--- src/rtl/sroe_pkg.sv ---
package sroe_pkg;

  // Command codes of the input transaction
  localparam logic [2:0] CMD_WRITE_BYTE = 3'd0;
  localparam logic [2:0] CMD_SET_BIT    = 3'd1;
  localparam logic [2:0] CMD_SET_PIN    = 3'd2;
  localparam logic [2:0] CMD_PRESET_BIT = 3'd3;
  localparam logic [2:0] CMD_OR_MASK    = 3'd4;
  localparam logic [2:0] CMD_CLEAR_MASK = 3'd5;
  localparam logic [2:0] CMD_UPDATE     = 3'd6;
  localparam logic [2:0] CMD_READ_BIT   = 3'd7;

  // Configuration register indexes
  localparam int unsigned CFG_IDX_W  = 2;
  localparam int unsigned CFG_DATA_W = 4;
  localparam logic [CFG_IDX_W-1:0] CFG_MSB_FIRST   = 2'd0;
  localparam logic [CFG_IDX_W-1:0] CFG_BYTE_COUNT  = 2'd1;
  localparam logic [CFG_IDX_W-1:0] CFG_SEND_ENABLE = 2'd2;

  typedef struct packed {
    logic [2:0] cmd;
    logic [2:0] byte_index;
    logic [3:0] bit_number;
    logic [6:0] pin_number;
    logic [7:0] value;
  } in_item_t;

  typedef struct packed {
    logic is_read;
    logic serial_bit;
    logic pin_level;
    logic last;
  } out_item_t;

  // Job kind and read answer passed from the front end to the serializer
  typedef struct packed {
    logic is_read;
    logic level;
  } job_ctl_t;

endpackage

--- src/rtl/sroe_front.sv ---
module sroe_front #(
  parameter int unsigned MAX_BYTES = 8,
  parameter int unsigned IDX_W     = 3
) (
  input  logic                     clk,
  input  logic                     rst_n,
  input  logic                     accept_i,
  input  sroe_pkg::in_item_t       item_i,
  input  logic                     send_ok_i,
  input  logic [IDX_W-1:0]         start_i,
  output logic                     push_o,
  output sroe_pkg::job_ctl_t       ctl_o,
  output logic [IDX_W-1:0]         start_o,
  output logic [MAX_BYTES*8-1:0]   img_o
);

  logic [MAX_BYTES*8-1:0] image_r;
  logic [MAX_BYTES*8-1:0] image_nxt;
  logic [IDX_W-1:0]       slot_lut [8];
  logic [IDX_W-1:0]       slot;
  logic [IDX_W-1:0]       addr;
  logic [6:0]             pin_m1;
  logic [2:0]             pin_byte;
  logic                   pin_ok;
  logic                   pin_in;
  logic                   bit_ok;
  logic [2:0]             bit_sel;
  logic [7:0]             bit_mask;
  logic [7:0]             pin_mask;
  logic                   level;
  logic [7:0]             old_byte;
  logic [7:0]             new_byte;

  // Fold byte index onto the image depth
  for (genvar g = 0; g < 8; g++) begin : g_slot
    assign slot_lut[g] = IDX_W'(g % MAX_BYTES);
  end

  // Decode addressing and build the modified byte
  always_comb begin
    slot     = slot_lut[item_i.byte_index];
    pin_m1   = item_i.pin_number - 7'd1;
    pin_ok   = (item_i.pin_number != 7'd0) && (item_i.pin_number <= 7'd64);
    pin_byte = pin_m1[5:3];
    pin_in   = {1'b0, pin_byte} < 4'(MAX_BYTES);
    pin_mask = 8'd1 << pin_m1[2:0];
    bit_ok   = (item_i.bit_number != 4'd0) && (item_i.bit_number <= 4'd8);
    bit_sel  = 3'(item_i.bit_number - 4'd1);
    bit_mask = 8'd1 << bit_sel;
    level    = item_i.value == 8'd1;

    if (item_i.cmd == sroe_pkg::CMD_SET_PIN && pin_ok && pin_in) begin
      addr = pin_byte[IDX_W-1:0];
    end else begin
      addr = slot;
    end
    old_byte = image_r[addr*8 +: 8];

    case (item_i.cmd)
      sroe_pkg::CMD_WRITE_BYTE: begin
        new_byte = item_i.value;
      end
      sroe_pkg::CMD_SET_BIT, sroe_pkg::CMD_PRESET_BIT: begin
        if (!bit_ok) new_byte = old_byte;
        else if (level) new_byte = old_byte | bit_mask;
        else new_byte = old_byte & ~bit_mask;
      end
      sroe_pkg::CMD_SET_PIN: begin
        if (!(pin_ok && pin_in)) new_byte = old_byte;
        else if (level) new_byte = old_byte | pin_mask;
        else new_byte = old_byte & ~pin_mask;
      end
      sroe_pkg::CMD_OR_MASK: begin
        new_byte = old_byte | item_i.value;
      end
      sroe_pkg::CMD_CLEAR_MASK: begin
        new_byte = old_byte & ~item_i.value;
      end
      default: begin
        new_byte = old_byte;
      end
    endcase

    image_nxt = image_r;
    for (int i = 0; i < MAX_BYTES; i++) begin
      if (IDX_W'(i) == addr) image_nxt[i*8 +: 8] = new_byte;
    end
  end

  // Classify: reads always answer, image commands other than preset send when sending is on
  always_comb begin
    push_o        = accept_i && ((item_i.cmd == sroe_pkg::CMD_READ_BIT) ||
                    ((item_i.cmd != sroe_pkg::CMD_PRESET_BIT) && send_ok_i));
    ctl_o.is_read = item_i.cmd == sroe_pkg::CMD_READ_BIT;
    ctl_o.level   = bit_ok && old_byte[bit_sel];
    start_o       = start_i;
    img_o         = image_nxt;
  end

  // Hold the output image
  always_ff @(posedge clk) begin
    if (!rst_n) begin
      image_r <= '0;
    end else if (accept_i) begin
      image_r <= image_nxt;
    end
  end

endmodule

--- src/rtl/sroe_queue.sv ---
module sroe_queue #(
  parameter int unsigned WIDTH = 8
) (
  input  logic             clk,
  input  logic             rst_n,
  input  logic             push_i,
  input  logic [WIDTH-1:0] din_i,
  input  logic             pop_i,
  output logic             full_o,
  output logic             empty_o,
  output logic [WIDTH-1:0] dout_o
);

  logic [WIDTH-1:0] mem_r [2];
  logic             wr_ptr_r;
  logic             rd_ptr_r;
  logic [1:0]       cnt_r;

  assign full_o  = cnt_r == 2'd2;
  assign empty_o = cnt_r == 2'd0;
  assign dout_o  = mem_r[rd_ptr_r];

  // Advance pointers and count
  always_ff @(posedge clk) begin
    if (!rst_n) begin
      wr_ptr_r <= 1'b0;
      rd_ptr_r <= 1'b0;
      cnt_r    <= 2'd0;
    end else begin
      if (push_i) wr_ptr_r <= ~wr_ptr_r;
      if (pop_i) rd_ptr_r <= ~rd_ptr_r;
      if (push_i && !pop_i) cnt_r <= cnt_r + 2'd1;
      else if (pop_i && !push_i) cnt_r <= cnt_r - 2'd1;
    end
  end

  // Store entries
  always_ff @(posedge clk) begin
    if (push_i) mem_r[wr_ptr_r] <= din_i;
  end

`ifndef ASSERT_OFF
  a_no_overflow: assert property (@(posedge clk) disable iff (!rst_n)
    push_i |-> (!full_o || pop_i))
    else $error("queue push while full");
  a_no_underflow: assert property (@(posedge clk) disable iff (!rst_n)
    pop_i |-> !empty_o)
    else $error("queue pop while empty");
`endif

endmodule

--- src/rtl/sroe_back.sv ---
module sroe_back #(
  parameter int unsigned MAX_BYTES = 8,
  parameter int unsigned IDX_W     = 3
) (
  input  logic                     clk,
  input  logic                     rst_n,
  input  logic                     msb_first_i,
  input  logic                     job_empty_i,
  input  sroe_pkg::job_ctl_t       job_ctl_i,
  input  logic [IDX_W-1:0]         job_start_i,
  input  logic [MAX_BYTES*8-1:0]   job_img_i,
  output logic                     job_pop_o,
  input  logic                     out_pop_i,
  output logic                     out_empty_o,
  output sroe_pkg::out_item_t      out_item_o
);

  typedef enum logic {ST_IDLE, ST_SEND} st_t;

  st_t                    st_r, st_nxt;
  logic                   out_valid_r, out_valid_nxt;
  sroe_pkg::out_item_t    out_item_r, out_item_nxt;
  logic [MAX_BYTES*8-1:0] img_r, img_nxt;
  logic [IDX_W-1:0]       byte_r, byte_nxt;
  logic [2:0]             k_r, k_nxt;
  logic                   adv;
  logic [7:0]             cur_byte;
  logic [2:0]             pos;
  logic                   last_bit;

  // Serialize the snapshot one bit per output slot
  always_comb begin
    adv           = !out_valid_r || out_pop_i;
    cur_byte      = img_r[byte_r*8 +: 8];
    pos           = msb_first_i ? (3'd7 - k_r) : k_r;
    last_bit      = (byte_r == '0) && (k_r == 3'd7);
    st_nxt        = st_r;
    out_valid_nxt = out_valid_r;
    out_item_nxt  = out_item_r;
    img_nxt       = img_r;
    byte_nxt      = byte_r;
    k_nxt         = k_r;
    job_pop_o     = 1'b0;

    if (adv) out_valid_nxt = 1'b0;

    case (st_r)
      ST_IDLE: begin
        if (!job_empty_i) begin
          if (job_ctl_i.is_read) begin
            if (adv) begin
              job_pop_o               = 1'b1;
              out_valid_nxt           = 1'b1;
              out_item_nxt.is_read    = 1'b1;
              out_item_nxt.serial_bit = 1'b0;
              out_item_nxt.pin_level  = job_ctl_i.level;
              out_item_nxt.last       = 1'b1;
            end
          end else begin
            job_pop_o = 1'b1;
            img_nxt   = job_img_i;
            byte_nxt  = job_start_i;
            k_nxt     = 3'd0;
            st_nxt    = ST_SEND;
          end
        end
      end
      ST_SEND: begin
        if (adv) begin
          out_valid_nxt           = 1'b1;
          out_item_nxt.is_read    = 1'b0;
          out_item_nxt.serial_bit = cur_byte[pos];
          out_item_nxt.pin_level  = 1'b0;
          out_item_nxt.last       = last_bit;
          k_nxt                   = k_r + 3'd1;
          if (k_r == 3'd7) byte_nxt = byte_r - IDX_W'(1);
          if (last_bit) st_nxt = ST_IDLE;
        end
      end
      default: begin
        st_nxt = ST_IDLE;
      end
    endcase
  end

  assign out_empty_o = !out_valid_r;
  assign out_item_o  = out_item_r;

  // Hold state and the output register
  always_ff @(posedge clk) begin
    if (!rst_n) begin
      st_r        <= ST_IDLE;
      out_valid_r <= 1'b0;
    end else begin
      st_r        <= st_nxt;
      out_valid_r <= out_valid_nxt;
    end
    out_item_r <= out_item_nxt;
    img_r      <= img_nxt;
    byte_r     <= byte_nxt;
    k_r        <= k_nxt;
  end

`ifndef ASSERT_OFF
  a_read_is_single: assert property (@(posedge clk) disable iff (!rst_n)
    (out_valid_r && out_item_r.is_read) |-> (out_item_r.last && !out_item_r.serial_bit))
    else $error("read answer must be a single final transaction");
  a_send_start: assert property (@(posedge clk) disable iff (!rst_n)
    (st_r == ST_IDLE && job_pop_o && !job_ctl_i.is_read) |=>
      (st_r == ST_SEND && k_r == 3'd0))
    else $error("send job did not start serializing");
`endif

endmodule

--- src/rtl/shift_register_output_expander.sv ---
// Channel   Handshake            Payload                 Transaction when
// input     in_push / in_full    in_item (in_item_t)     in_push && !in_full
// result    out_empty / out_pop  out_item (out_item_t)   out_pop && !out_empty
// config    cfg_we               cfg_index, cfg_wdata    cfg_we
//
// A send serializes byte_count*8 bits (byte_count capped at MAX_BYTES) after the job is
// loaded into the serializer; a read answer is a single result.
// The front end takes one command per cycle while the two-entry job queue has room.
// Reset (synchronous, rst_n low) clears the image to zero and restores the registers.
// A stalled result holds the serializer; commands keep landing until the queue fills.
module shift_register_output_expander #(
  parameter int unsigned MAX_BYTES = 8
) (
  input  logic                                 clk,
  input  logic                                 rst_n,
  input  logic                                 in_push,
  output logic                                 in_full,
  input  sroe_pkg::in_item_t                   in_item,
  output logic                                 out_empty,
  input  logic                                 out_pop,
  output sroe_pkg::out_item_t                  out_item,
  input  logic                                 cfg_we,
  input  logic [sroe_pkg::CFG_IDX_W-1:0]       cfg_index,
  input  logic [sroe_pkg::CFG_DATA_W-1:0]      cfg_wdata
);

  localparam int unsigned IDX_W = (MAX_BYTES > 1) ? $clog2(MAX_BYTES) : 1;
  localparam int unsigned IMG_W = MAX_BYTES * 8;
  localparam int unsigned JOB_W = 2 + IDX_W + IMG_W;

  logic               msb_first_r;
  logic [3:0]         byte_count_r;
  logic               send_enable_r;
  logic [3:0]         n_sat;
  logic [3:0]         n_m1;
  logic               send_ok;
  logic [IDX_W-1:0]   start;
  logic               accept;

  logic               f_push;
  sroe_pkg::job_ctl_t f_ctl;
  logic [IDX_W-1:0]   f_start;
  logic [IMG_W-1:0]   f_img;

  logic               q_full;
  logic               q_empty;
  logic               q_pop;
  logic [JOB_W-1:0]   q_dout;

  sroe_pkg::job_ctl_t b_ctl;
  logic [IDX_W-1:0]   b_start;
  logic [IMG_W-1:0]   b_img;

  // Configuration registers
  always_ff @(posedge clk) begin
    if (!rst_n) begin
      msb_first_r   <= 1'b1;
      byte_count_r  <= 4'd3;
      send_enable_r <= 1'b1;
    end else if (cfg_we) begin
      case (cfg_index)
        sroe_pkg::CFG_MSB_FIRST:   msb_first_r   <= cfg_wdata[0];
        sroe_pkg::CFG_BYTE_COUNT:  byte_count_r  <= cfg_wdata;
        sroe_pkg::CFG_SEND_ENABLE: send_enable_r <= cfg_wdata[0];
        default: ;
      endcase
    end
  end

  // Saturate byte count and derive the first byte sent
  always_comb begin
    n_sat   = (byte_count_r > 4'(MAX_BYTES)) ? 4'(MAX_BYTES) : byte_count_r;
    n_m1    = n_sat - 4'd1;
    start   = n_m1[IDX_W-1:0];
    send_ok = send_enable_r && (byte_count_r != 4'd0);
  end

  assign in_full = q_full;
  assign accept  = in_push && !q_full;

  sroe_front #(
    .MAX_BYTES (MAX_BYTES),
    .IDX_W     (IDX_W)
  ) u_front (
    .clk       (clk),
    .rst_n     (rst_n),
    .accept_i  (accept),
    .item_i    (in_item),
    .send_ok_i (send_ok),
    .start_i   (start),
    .push_o    (f_push),
    .ctl_o     (f_ctl),
    .start_o   (f_start),
    .img_o     (f_img)
  );

  sroe_queue #(
    .WIDTH (JOB_W)
  ) u_queue (
    .clk     (clk),
    .rst_n   (rst_n),
    .push_i  (f_push),
    .din_i   ({f_ctl, f_start, f_img}),
    .pop_i   (q_pop),
    .full_o  (q_full),
    .empty_o (q_empty),
    .dout_o  (q_dout)
  );

  assign {b_ctl, b_start, b_img} = q_dout;

  sroe_back #(
    .MAX_BYTES (MAX_BYTES),
    .IDX_W     (IDX_W)
  ) u_back (
    .clk         (clk),
    .rst_n       (rst_n),
    .msb_first_i (msb_first_r),
    .job_empty_i (q_empty),
    .job_ctl_i   (b_ctl),
    .job_start_i (b_start),
    .job_img_i   (b_img),
    .job_pop_o   (q_pop),
    .out_pop_i   (out_pop),
    .out_empty_o (out_empty),
    .out_item_o  (out_item)
  );

endmodule

--- config.mk ---
export PLATFORM = sky130hd
export DESIGN_NAME = shift_register_output_expander
export DESIGN_NICKNAME = d
export VERILOG_FILES = /design/src/rtl/sroe_pkg.sv /design/src/rtl/sroe_front.sv /design/src/rtl/sroe_queue.sv /design/src/rtl/sroe_back.sv /design/src/rtl/shift_register_output_expander.sv
export SDC_FILE = /design/constraint.sdc
export NUM_CORES = 1
export LEC_CHECK = 0
export BUFFER_PORTS_ARGS = -buffer_cell sky130_fd_sc_hd__buf_2
export CORE_ASPECT_RATIO = 0.5
export CORE_UTILIZATION = 50
export CTS_BUF_LIST = sky130_fd_sc_hd__clkbuf_8
export DETAILED_ROUTE_END_ITERATION = 10
export PLACE_DENSITY = 0.63
export SETUP_SLACK_MARGIN = 0.15
export SLEW_MARGIN = 10
export SYNTH_ARGS = -nofsm -noshare
export SYNTH_HDL_FRONTEND = slang
export SYNTH_HIERARCHICAL = 1
export SYNTH_SLANG_ARGS = --single-unit
--- constraint.sdc ---
create_clock -name clk -period 8 [get_ports clk]
set_input_delay 0.4 -clock clk [delete_from_list [all_inputs] [get_ports clk]]
set_output_delay 0.4 -clock clk [all_outputs]
set_load 0.02 [all_outputs]
== After elaboration in Yosys (flattened, before gate mapping) ==
Memories as Yosys holds them, arrays and structs flattened. A register that Yosys moved wholly into a read port is not among the register bits.
Cells that the tools add are included.
Widths: inputs -> output; s select.
Storage, ports and cells
  memory bits (read-only): 24
  bits of input ports: 36
  RAM bits: 138
  flip-flop bits (word level): 150
  word-level logic and storage cells: 166
  memories: 2
Cells by class
  $add $sub $neg: 8
  muxes and demuxes: 56
  equality and inequality tests: 25
  order comparisons: 6
  shift-type cells: 4
  bitwise logic cells: 15
  reduce and logical (&&, ||, !) cells: 34
Memories
  u_queue.mem_r: words 2, bits a word 69, read ports 1, clocked after memory_dff 1, wr ports 1, RTL line sroe_queue.sv:14  | logic [WIDTH-1:0] mem_r [2];
  (no name shown): words 8, bits a word 3, read ports 1, clocked after memory_dff 0, wr ports 0, RTL line sroe_front.sv:41  | slot = slot_lut[item_i.byte_index];
Operators by type and width (count)
  $shiftx 64x7->8: 2
  $mux 8: 12
  $pmux 8 s5: 1
  $mux 3: 12
  $and 8x8->8: 3
  $not 8->8: 3
  $or 8x8->8: 3
  $mux 1: 18
  $mux 4: 4
  $shl 1x3->8 const A: 2
  $eq 3x3->1 const A: 4
  $eq 3x3->1 const B: 4
  $pmux 3 s2: 2
  $logic_and 1x1->1: 11
  $ne 2x2->1 const B: 5
  $logic_not 3->1: 3
  $sub 3x1->3 const B: 3
  $eq 8x1->1 const B: 1
  $lt 3x4->1 const B: 2
  $pmux 4 s2: 1
  $reduce_and 4->1: 2
  $reduce_bool 4->1: 2
  $le 7x7->1 const B: 1
  $reduce_bool 7->1: 1
  28 further kinds: 46

== Longest topological paths before layout ==
Gate-level depths: netlist of the first run.
  depth in word-level cells: 11
  gate-level depth with buffers: 12

== Hierarchy ==
The synthesis of the first run kept the hierarchy.
Modules (own cells, without submodules)
  sroe_queue: area each 5237.5 sq um, times used 1, cells each 237
  sroe_front: area each 4895.9 sq um, times used 1, cells each 624
  sroe_back: area each 3294.4 sq um, times used 1, cells each 194
  shift_register_output_expander: area each 336.6 sq um, times used 1, cells each 35

== Least setup slack after synthesis of the first run ==
Ideal clock, no wire load.
  path kind: flip-flop to flip-flop
  start point: reg (tool-made name)
  end point: reg u_back.byte_r[0] (enable)
  period minus slack after synthesis: 6092 ps
  data arrival time: 5790 ps
  slack: 1908 ps
  stages on the path, launching flop included: 7
  path through: dfxtp_1 > buf_6 > buf_6 > mux2_2 > nor3_1 > a21o_1 > o21a_1
RTL lines
  to (signal assigned): RTL line sroe_back.sv:100  | byte_r <= byte_nxt;
  to (decl): RTL line sroe_back.sv:24  | logic [IDX_W-1:0] byte_r, byte_nxt;

== Worst setup path after layout of the first run ==
  start point: in in_item[10] (netlist name)
  end point: mem u_queue/mem_r[0][36] (netlist name) (data pin)
Between the ends
  cells in the longest elaborated chain, start to end: 10
RTL lines
  from (decl): RTL line shift_register_output_expander.sv:18  | input sroe_pkg::in_item_t in_item,
  $le 7x7->1 / $reduce_bool 7->1 (equally long branches): RTL line sroe_front.sv:43  | pin_ok = (item_i.pin_number != 7'd0) && (item_i.pin_number <= 7'd64);
  $logic_and 1x1->1: RTL line sroe_front.sv:43
  $logic_and 1x1->1: RTL line sroe_front.sv:52  | if (item_i.cmd == sroe_pkg::CMD_SET_PIN && pin_ok && pin_in) begin
  $mux 3: RTL line sroe_front.sv:52
  $shiftx 64x7->8: RTL line sroe_front.sv:57  | old_byte = image_r[addr*8 +: 8];
  $and 8x8->8 (tied with other cells): RTL line sroe_front.sv:71  | else new_byte = old_byte & ~pin_mask;
  $mux 8, on equally long branches: RTL line sroe_front.sv:70, sroe_front.sv:65
  $mux 8, on equally long branches: RTL line sroe_front.sv:69, sroe_front.sv:64
  $pmux 8 s5: RTL line sroe_front.sv:59  | case (item_i.cmd)
  $mux 8 (*): RTL line sroe_front.sv:86  | if (IDX_W'(i) == addr) image_nxt[i*8 +: 8] = new_byte;
  via f_img[36]: RTL line shift_register_output_expander.sv:43  | logic [IMG_W-1:0] f_img;
  to (decl): RTL line sroe_queue.sv:14
Mark *: on every way through the listed nets, which the timed path passes. The rest lies on a longest branch.

==> results of run 1 <==
[worst max-delay path: cells and delay by family]
kind / cells / cell delay (ns)
mux: 1 / 0.77
buf+inv: 1 / 0.15
simple gates: 3 / 0.66
compound gates: 5 / 1.89
[Yosys cell counts, drive strengths merged (24+ instances only)]
| cell type | number |
|---|---|
| nand2 | 94 |
| nor2 | 81 |
| nand3 | 24 |
| mux2 | 118 |
| buf | 40 |
| a21oi | 63 |
| clkbuf | 29 |
| edfxtp | 212 |
| nor3 | 30 |
| mux2i | 26 |
| dfxtp | 77 |
| a211oi | 24 |
[worst paths after layout]
| kind | startpoint | end | slack (ns) | cells after the start |
|---|---|---|---|---|
| worst max-delay path | in_item[10] | u_queue/mem_r[0][36]$_DFFE_PP_ | 4.45 | 10 |
| worst max register to register | u_queue/cnt_r[0]$_SDFFE_PN0P_ | u_queue/mem_r[0][18]$_DFFE_PP_ | 4.79 | 7 |
| worst min-delay path | cfg_wdata[3] | byte_count_r[3]$_SDFFE_PN0P_ | 0.1 | 3 |
| worst min register to register | u_front/image_r[11]$_SDFFE_PN0P_ | u_front/image_r[11]$_SDFFE_PN0P_ | 0.47 | 2 |
[sequential cells by signal, indices dropped and copies added (netlist names), named ones only]
name	cells
msb_first_r	1
send_enable_r	1
u_queue/mem_r	138
u_back/out_item_o	4
byte_count_r	4
u_queue/wr_ptr_r	1
u_back/byte_r	3
u_front/image_r	64
u_back/k_r	3
u_queue/rd_ptr_r	1
u_back/img_r	64
u_back/st_r	1
u_queue/cnt_r	2
[power by group]
part,switching [W],total (W),internal (W)
sequential,0.000127,0.00206,0.00194
combinational,0.000626,0.00105,0.000421
clock,0.000553,0.00113,0.000578
total,0.00131,0.00424,0.00294
[cells by family (layout without fill, tap and decap cells)]
| logic type | count (synthesis) | in the layout |
|---|---|---|
| fa+ha+maj | 11 | 11 |
| buf+inv | 91 | 153 |
| mux | 158 | 158 |
| xor+xnor | 8 | 8 |
| other cells | 0 | 1 |
| compound gates | 211 | 211 |
| flops | 289 | 289 |
| simple gates | 322 | 322 |
[metrics by stage]
step | area, sq um | setup WS (ns) | utilization [%] | std cells
2_1_floorplan | 13800 | 1.91 | - | 1090
3_3_place_gp | 14200 | 4.07 | 52.9 | 1429
3_5_place_dp | 14200 | 3.93 | 52.9 | 1429
4_1_cts | 14900 | 4.53 | 55.9 | 1504
5_1_grt | 14900 | 4.29 | 55.9 | 1504
6_report | 15000 | 4.45 | 55.9 | 1505
[final cells by class]
class | instances | share of cell area (%)
clock inverter | 27 | 0.904
sequential | 289 | 52.9
clock buffer | 48 | 4.42
antenna | 1 | 0.0167
tap | 352 | 2.95
timing repair buffer | 56 | 2.13
inverter | 22 | 0.552
multi-input combinational | 710 | 36.1
[routing by layer]
layer  up-vias  global-route usage [%]  routed length [um]  part of all wire, %
li1       4182                       -                   -                    -
met1      4518                    38.8               16900                   48
met2       426                    34.6               14300                   41
met3        51                    5.73                3100                  8.9
met4         0                    6.49                 579                  1.7
met5         -                       0                   0                    0
==> qor.yml, run 1 <==
status:
  status: "completed"
detailed_routing:
  routed_via_density: 6.10
  drc: 0
  drt_wl_total_mm: 34.9
  ant_nets: 0
  wl_per_cell_um: 23.2
  drt_iter0_drc: 893
  vias: 9177
  drtPass1Iterations: 5
timing:
  setup_viol: 0
  tightest_slew_ns: 1.04
  period_minus_slack_ns: 3.55
  hold_ws_ns: 0.0973
  fin_tns_setup_ns: 0
  finalCritPeriodShare_pct: 44.4
  rsz0062_at_grt: "false"
  relSlewSlack_pct: 30.4
  finClkSkew_ns: 0.0254
  slew_viol_final: 0
  fmax_ghz: 0.282
  finalHoldViolCount: 0
final_layout:
  finalNetCount: 1167
  final_cell_mix: "edfxtp_1, mux2_2, nand2_1, nor2_1, dfxtp_1"
  final_common_cell: "edfxtp_1"
  layout-drive-gt1-share_pct: 24.9
  fillerInstances: 2202
  multi_input_area_sq_mm: 0.00540
  regArea_sq_mm: 0.00791
  area_growth_syn_to_layout_pct: 8.62
global_routing:
  grt_use_total_pct: 24.9
  grt_antenna_before_repair: 3
  grt_max_degree: 67
  grt.overflow.total: 0
  grt_pass1_vias: 8733
  grt_pass1_wl_mm: 52.8
floorplan:
  io-pin-count: 42
  core-area_sq_mm: 0.0267
  initial_core_util_pct: 51.5
  die_area_sq_mm: 0.0282
  die_w_um: 237
  rows: 42
  die_h_um: 119
synth:
  avgSynthCellArea_sq_um: 12.6
  synth.top_cell.area_share_pct: 46.3
  synthCells: 1090
  ys_seq_area_share_pct: 57.4
  syn_nets: 1137
  synth_simple_gate_area_share_pct: 11.9
  ys_async_sr_fraction_pct: 0
  syn_area_sq_mm: 0.0138
  synth-compound-area-share_pct: 11.3
  yosysUniqueCellTypes: 88
  yosysWarnings: 6
  synth-edff-count: 212
  synthAdderAreaFrac_pct: 1.00
  synth_area_leaders: "edfxtp_1, dfxtp_1, mux2_2"
  synth_top_area_cell: "edfxtp_1"
  synth_top_family_by_area: "multiplexers"
  synth_xor_area_share_pct: 0.509
  synthMuxAreaShare_pct: 14.4
  synth_ff_type: "edfxtp_1"
  ys_ff_latch: 289
setup_path:
  slowest_delay_ns: 0.77
  critPathSlowestCell: "mux2i_2"
  cp_cell_sequence: "buf_2, nor4_4, nand2_2, a21oi_4, mux2i_2, o22ai_1, o32a_1, o21ai_2, nand2_1, o21ai_0"
  critPathMaxFanout: 16
  critPathKind: "in -> reg"
  start_kind: "input pin"
  cp.arrival_ns: 3.88
  critical_path_required_ns: 8.33
  critPathCaptureType: "flop"
cts:
  cts-root-buf: "clkbuf_8"
  numCtsBuffers: 41
  cts_tree: "built"
  cts.sinks: 289
  clk_latency_ns: 0.57
  cts_setup_buffers: 0
  clockBufferDepth: 3
  h-tree-depth: 2
  post_cts_resized: 0
  cts-hold-fix-buffers: 0
  path_clk_slew_ns: 0.07
place:
  io_buffers: 41
  routabilityCongestion: 0.908
  dp_hpwl_mm: 23.5
power_and_ir_drop:
  power_leakage_nw: 5.26
  total_power_w: 0.00424
  power_density_mw_per_mm2: 284
  vdd_drop_max_v: 0.000157
job:
  maxCapViolations: 0
min_path:
  min_path_type: "in -> reg"
(Power assumes the default switching activity.)
==> run 2: changes to the inputs <==
--- a/config.mk
+++ b/config.mk
@@ -5,6 +5,7 @@
 export SDC_FILE = /design/constraint.sdc
 export NUM_CORES = 1
 export LEC_CHECK = 0
+export ABC_AREA = 1
 export BUFFER_PORTS_ARGS = -buffer_cell sky130_fd_sc_hd__buf_2
 export CORE_ASPECT_RATIO = 0.5
 export CORE_UTILIZATION = 50
==> constraint.sdc (replaced) <==
create_clock -name clk -period 3.6 [get_ports clk]
set_input_delay 0.18 -clock clk [delete_from_list [all_inputs] [get_ports clk]]
set_output_delay 0.18 -clock clk [all_outputs]
set_load 0.02 [all_outputs]
==> qor.yml, run 2 <==
status:
  status: "completed"  # unchanged
floorplan:
  io-pin-count: 42  # unchanged
  initial_core_util_pct: 52.0  # was 51.5%
  core-area_sq_mm: 0.0270  # was 0.0267 sq mm
  die_area_sq_mm: 0.0288  # was 0.0282 sq mm
  die_w_um: 239  # was 237 um
  rows: 42  # unchanged
  die_h_um: 121  # was 119 um
min_path:
  min_path_type: "in -> reg"  # unchanged
  min_to: "msb_first_r$_SDFFE_PN1P_"  # was byte_count_r[3]$_SDFFE_PN0P_
  hp-start: "cfg_index[0]"  # was cfg_wdata[3]
  hold_path_depth: 5  # was 3
detailed_routing:
  routed_via_density: 5.47  # was 6.10
  drt_iter0_drc: 1234  # was 893
  wl_met1_mm: 18.2  # was 16.9 mm
  wl_met2_mm: 16.0  # was 14.3 mm
  top_layer: "met4"  # unchanged
  ant_nets: 0  # unchanged
  drt_wl_total_mm: 38.8  # was 34.9 mm
  wl_per_cell_um: 19.7  # was 23.2 um
  drtPass1Iterations: 6  # was 5
  drc: 0  # unchanged
  vias: 10800  # was 9177
  met3WireLength_mm: 3.90  # was 3.10 mm
synth:
  syn_nets: 1548  # was 1137
  syn_area_sq_mm: 0.0140  # was 0.0138 sq mm
  yosysWarnings: 6  # unchanged
  synthCells: 1501  # was 1090
  ys_ff_latch: 289  # unchanged
  synth_top_family_by_area: "simple AND/OR/NAND/NOR gates"  # was multiplexers
  ys_async_sr_fraction_pct: 0  # unchanged
  yosysUniqueCellTypes: 44  # was 88
  synthMuxAreaShare_pct: 5.80  # was 14.4%
  synth-edff-count: 212  # unchanged
  synth.top_cell.area_share_pct: 45.3  # was 46.3%
  synthAdderAreaFrac_pct: 0.980  # was 1.00%
  synth-compound-area-share_pct: 6.83  # was 11.3%
  synth_simple_gate_area_share_pct: 21.4  # was 11.9%
  synth_top_area_cell: "edfxtp_1"  # unchanged
  ys_seq_area_share_pct: 56.3  # was 57.4%
  avgSynthCellArea_sq_um: 9.36  # was 12.6 sq um
  synth_area_leaders: "edfxtp_1, dfxtp_1, nand2_1"  # was edfxtp_1, dfxtp_1, mux2_2
  synth_xor_area_share_pct: 0.312  # was 0.509%
  synth_ff_type: "edfxtp_1"  # unchanged
  synth_most_common_cell: "nand2_1"  # was edfxtp_1
  ys_top_cells_by_count: "nand2_1, edfxtp_1, inv_1"  # was edfxtp_1, mux2_2, nand2_1
setup_path:
  cp_common_cell: "nand2_1"
  r2r_end: "u_queue/mem_r[1][53]$_DFFE_PP_"  # was u_queue/mem_r[0][18]$_DFFE_PP_
  cp_cell_sequence: "buf_2, inv_1, ha_1, nand2_1, inv_1, nand2_1, a21oi_1, nand2_1, o21ai_0, o22ai_1, a21oi_1, buf_4, nand3_1, nand2_1, inv_1"  # was buf_2, nor4_4, nand2_2, a21oi_4, mux2i_2, o22ai_1, o32a_1, o21ai_2, nand2_1, o21ai_0
  start_kind: "input pin"  # unchanged
  critPathSlowestCell: "a21oi_1"  # was mux2i_2
  slowest_delay_ns: 0.48  # was 0.77 ns
  critPathMaxFanout: 8  # was 16
  r2r_slack_ns: 1.12  # was 4.79 ns
  critical_path_required_ns: 3.92  # was 8.33 ns
  r2r_start: "byte_count_r[2]$_SDFFE_PN0P_"  # was u_queue/cnt_r[0]$_SDFFE_PN0P_
  reg2reg_depth: 7  # unchanged
  cp.arrival_ns: 2.91  # was 3.88 ns
  critPathCaptureType: "flop"  # unchanged
  critPathKind: "in -> reg"  # unchanged
final_layout:
  final_cells: 1970  # was 1505
  final_common_cell: "nand2_1"  # was edfxtp_1
  top_regs: "u_queue/mem_r (138), u_back/img_r (64), u_front/image_r (64)"  # unchanged
  final_area_sq_mm: 0.0155  # was 0.0150 sq mm
  finalNetCount: 1611  # was 1167
  top_register: "u_queue/mem_r"  # unchanged
  fillerInstances: 2389  # was 2202
  num_antenna_cells: 0  # was 1
  final_cell_mix: "nand2_1, inv_1, edfxtp_1, nand3_1, a21oi_1"  # was edfxtp_1, mux2_2, nand2_1, nor2_1, dfxtp_1
  area_growth_syn_to_layout_pct: 10.1  # was 8.62%
  layout-drive-gt1-share_pct: 15.0  # was 24.9%
  largest_reg_flops: 138  # unchanged
cts:
  cts_setup_buffers: 0  # unchanged
  cts-hold-fix-buffers: 18  # was 0
  cts.sinks: 289  # unchanged
  clk_latency_ns: 0.58  # was 0.57 ns
  h-tree-depth: 2  # unchanged
  clockBufferDepth: 3  # unchanged
  numCtsBuffers: 41  # unchanged
  path_clk_slew_ns: 0.06  # was 0.07 ns
  cts_tree: "built"  # unchanged
  cts-root-buf: "clkbuf_8"  # unchanged
  post_cts_resized: 0  # unchanged
timing:
  finalCritPeriodShare_pct: 72.2
  slew_viol_final: 0  # unchanged
  finalHoldViolCount: 0  # unchanged
  fmax_ghz: 0.385
  finClkSkew_ns: 0.0190  # was 0.0254 ns
  tightest_slew_ns: 1.22  # was 1.04 ns
  setup_viol: 0  # unchanged
  relSlewSlack_pct: 18.8  # was 30.4%
  fin_tns_setup_ns: 0  # unchanged
  period_minus_slack_ns: 2.60
  rsz0062_at_grt: "false"  # unchanged
global_routing:
  grt.overflow.total: 0  # unchanged
  grt_antenna_before_repair: 0  # was 3
  grt_use_total_pct: 27.7  # was 24.9%
  grt_max_degree: 129  # was 67
  grt_pass1_wl_mm: 59.8  # was 52.8 mm
  grt_pass1_vias: 10500  # was 8733
power_and_ir_drop:
  power_density_mw_per_mm2: 695  # was 284 mW/mm^2
  vdd_drop_max_v: 0.000387  # was 0.000157 V
  power_leakage_nw: 6.78  # was 5.26 nW
place:
  dp_hpwl_mm: 25.8  # was 23.5 mm
  io_buffers: 41  # unchanged
  routabilityCongestion: 0.955  # was 0.908
  dp.cells: 1877  # was 1429
  placed_cell_area_sq_mm: 0.0145  # was 0.0142 sq mm
job:
  maxCapViolations: 0  # unchanged
-- run 2: stage by stage --
step	power (W)	setup WS [ns]	hold slack (ns)	utilization [%]
after global routing	0.0114	0.816	0.0665	57.3
after global placement	0.00826	0.565	0.402	53.8
final	0.0107	1.00	0.0618	57.3
after floorplan	0.00739	0.180	0.265	-
after CTS	0.0108	1.10	0.00308	57.3
after detailed placement	0.00833	0.503	0.427	53.8
-- run 2: how the worst max path moves through the flow --
| stage | from | endpoint | slack (ns) |
|---|---|---|---|
| 3_3_place_gp | in_item[15] | u_queue/mem_r[1][14]$_DFFE_PP_ | 0.56 |
| 6_report | in_item[15] | u_queue/mem_r[1][14]$_DFFE_PP_ | 1.00 |
| 3_5_place_dp | in_item[15] | u_queue/mem_r[0][14]$_DFFE_PP_ | 0.50 |
| 4_1_cts | byte_count_r[3]$_SDFFE_PN0P_ | u_queue/mem_r[1][52]$_DFFE_PP_ | 1.10 |
| 2_1_floorplan | u_queue/cnt_r[0]$_SDFFE_PN0P_ | u_queue/mem_r[1][0]$_DFFE_PP_ | 0.18 |
| 5_1_grt | in_item[15] | u_queue/mem_r[0][54]$_DFFE_PP_ | 0.82 |
-- run 2: cells by family after synthesis --
logic type,after synthesis
xor gates and xnor gates,5
muxes,69
adders and majority gates,11
DFF,289
buffers and inverters,269
AOI/OAI and AO/OA,182
and+or+nand+nor,676
-- run 2: critical path: cells and delay by family --
kind,cells,cell delay (ns)
buffers and inverters,5,0.82
AND/OR/NAND/NOR,5,0.54
AO/OA/AOI/OAI,4,1.12
adder cells (fa/ha/maj),1,0.22
-- run 2: per-layer routing --
layer / track usage, % / vias up
li1: - / 5129
met1: 40.8 / 5101
met2: 40.1 / 490
met3: 7.08 / 61
met4: 7.69 / 0
met5: 0 / -
-- run 2: power by group --
group / switching, W / total, W / internal, W
registers: 0.000323 / 0.00492 / 0.00460
logic: 0.00228 / 0.00340 / 0.00112
clock network: 0.00129 / 0.00243 / 0.00114
-- run 2: cell type report --
cell class	count	area [sq um]	share of cell area [%]
Timing Repair Buffer	78	553	3.58
Clock inverter	31	141	0.914
Sequential cell	289	7910	51.1
Multi-Input combinational cell	943	4990	32.2
Inverter	211	802	5.19
Clock buffer	44	606	3.92
Tap cell	374	468	3.03
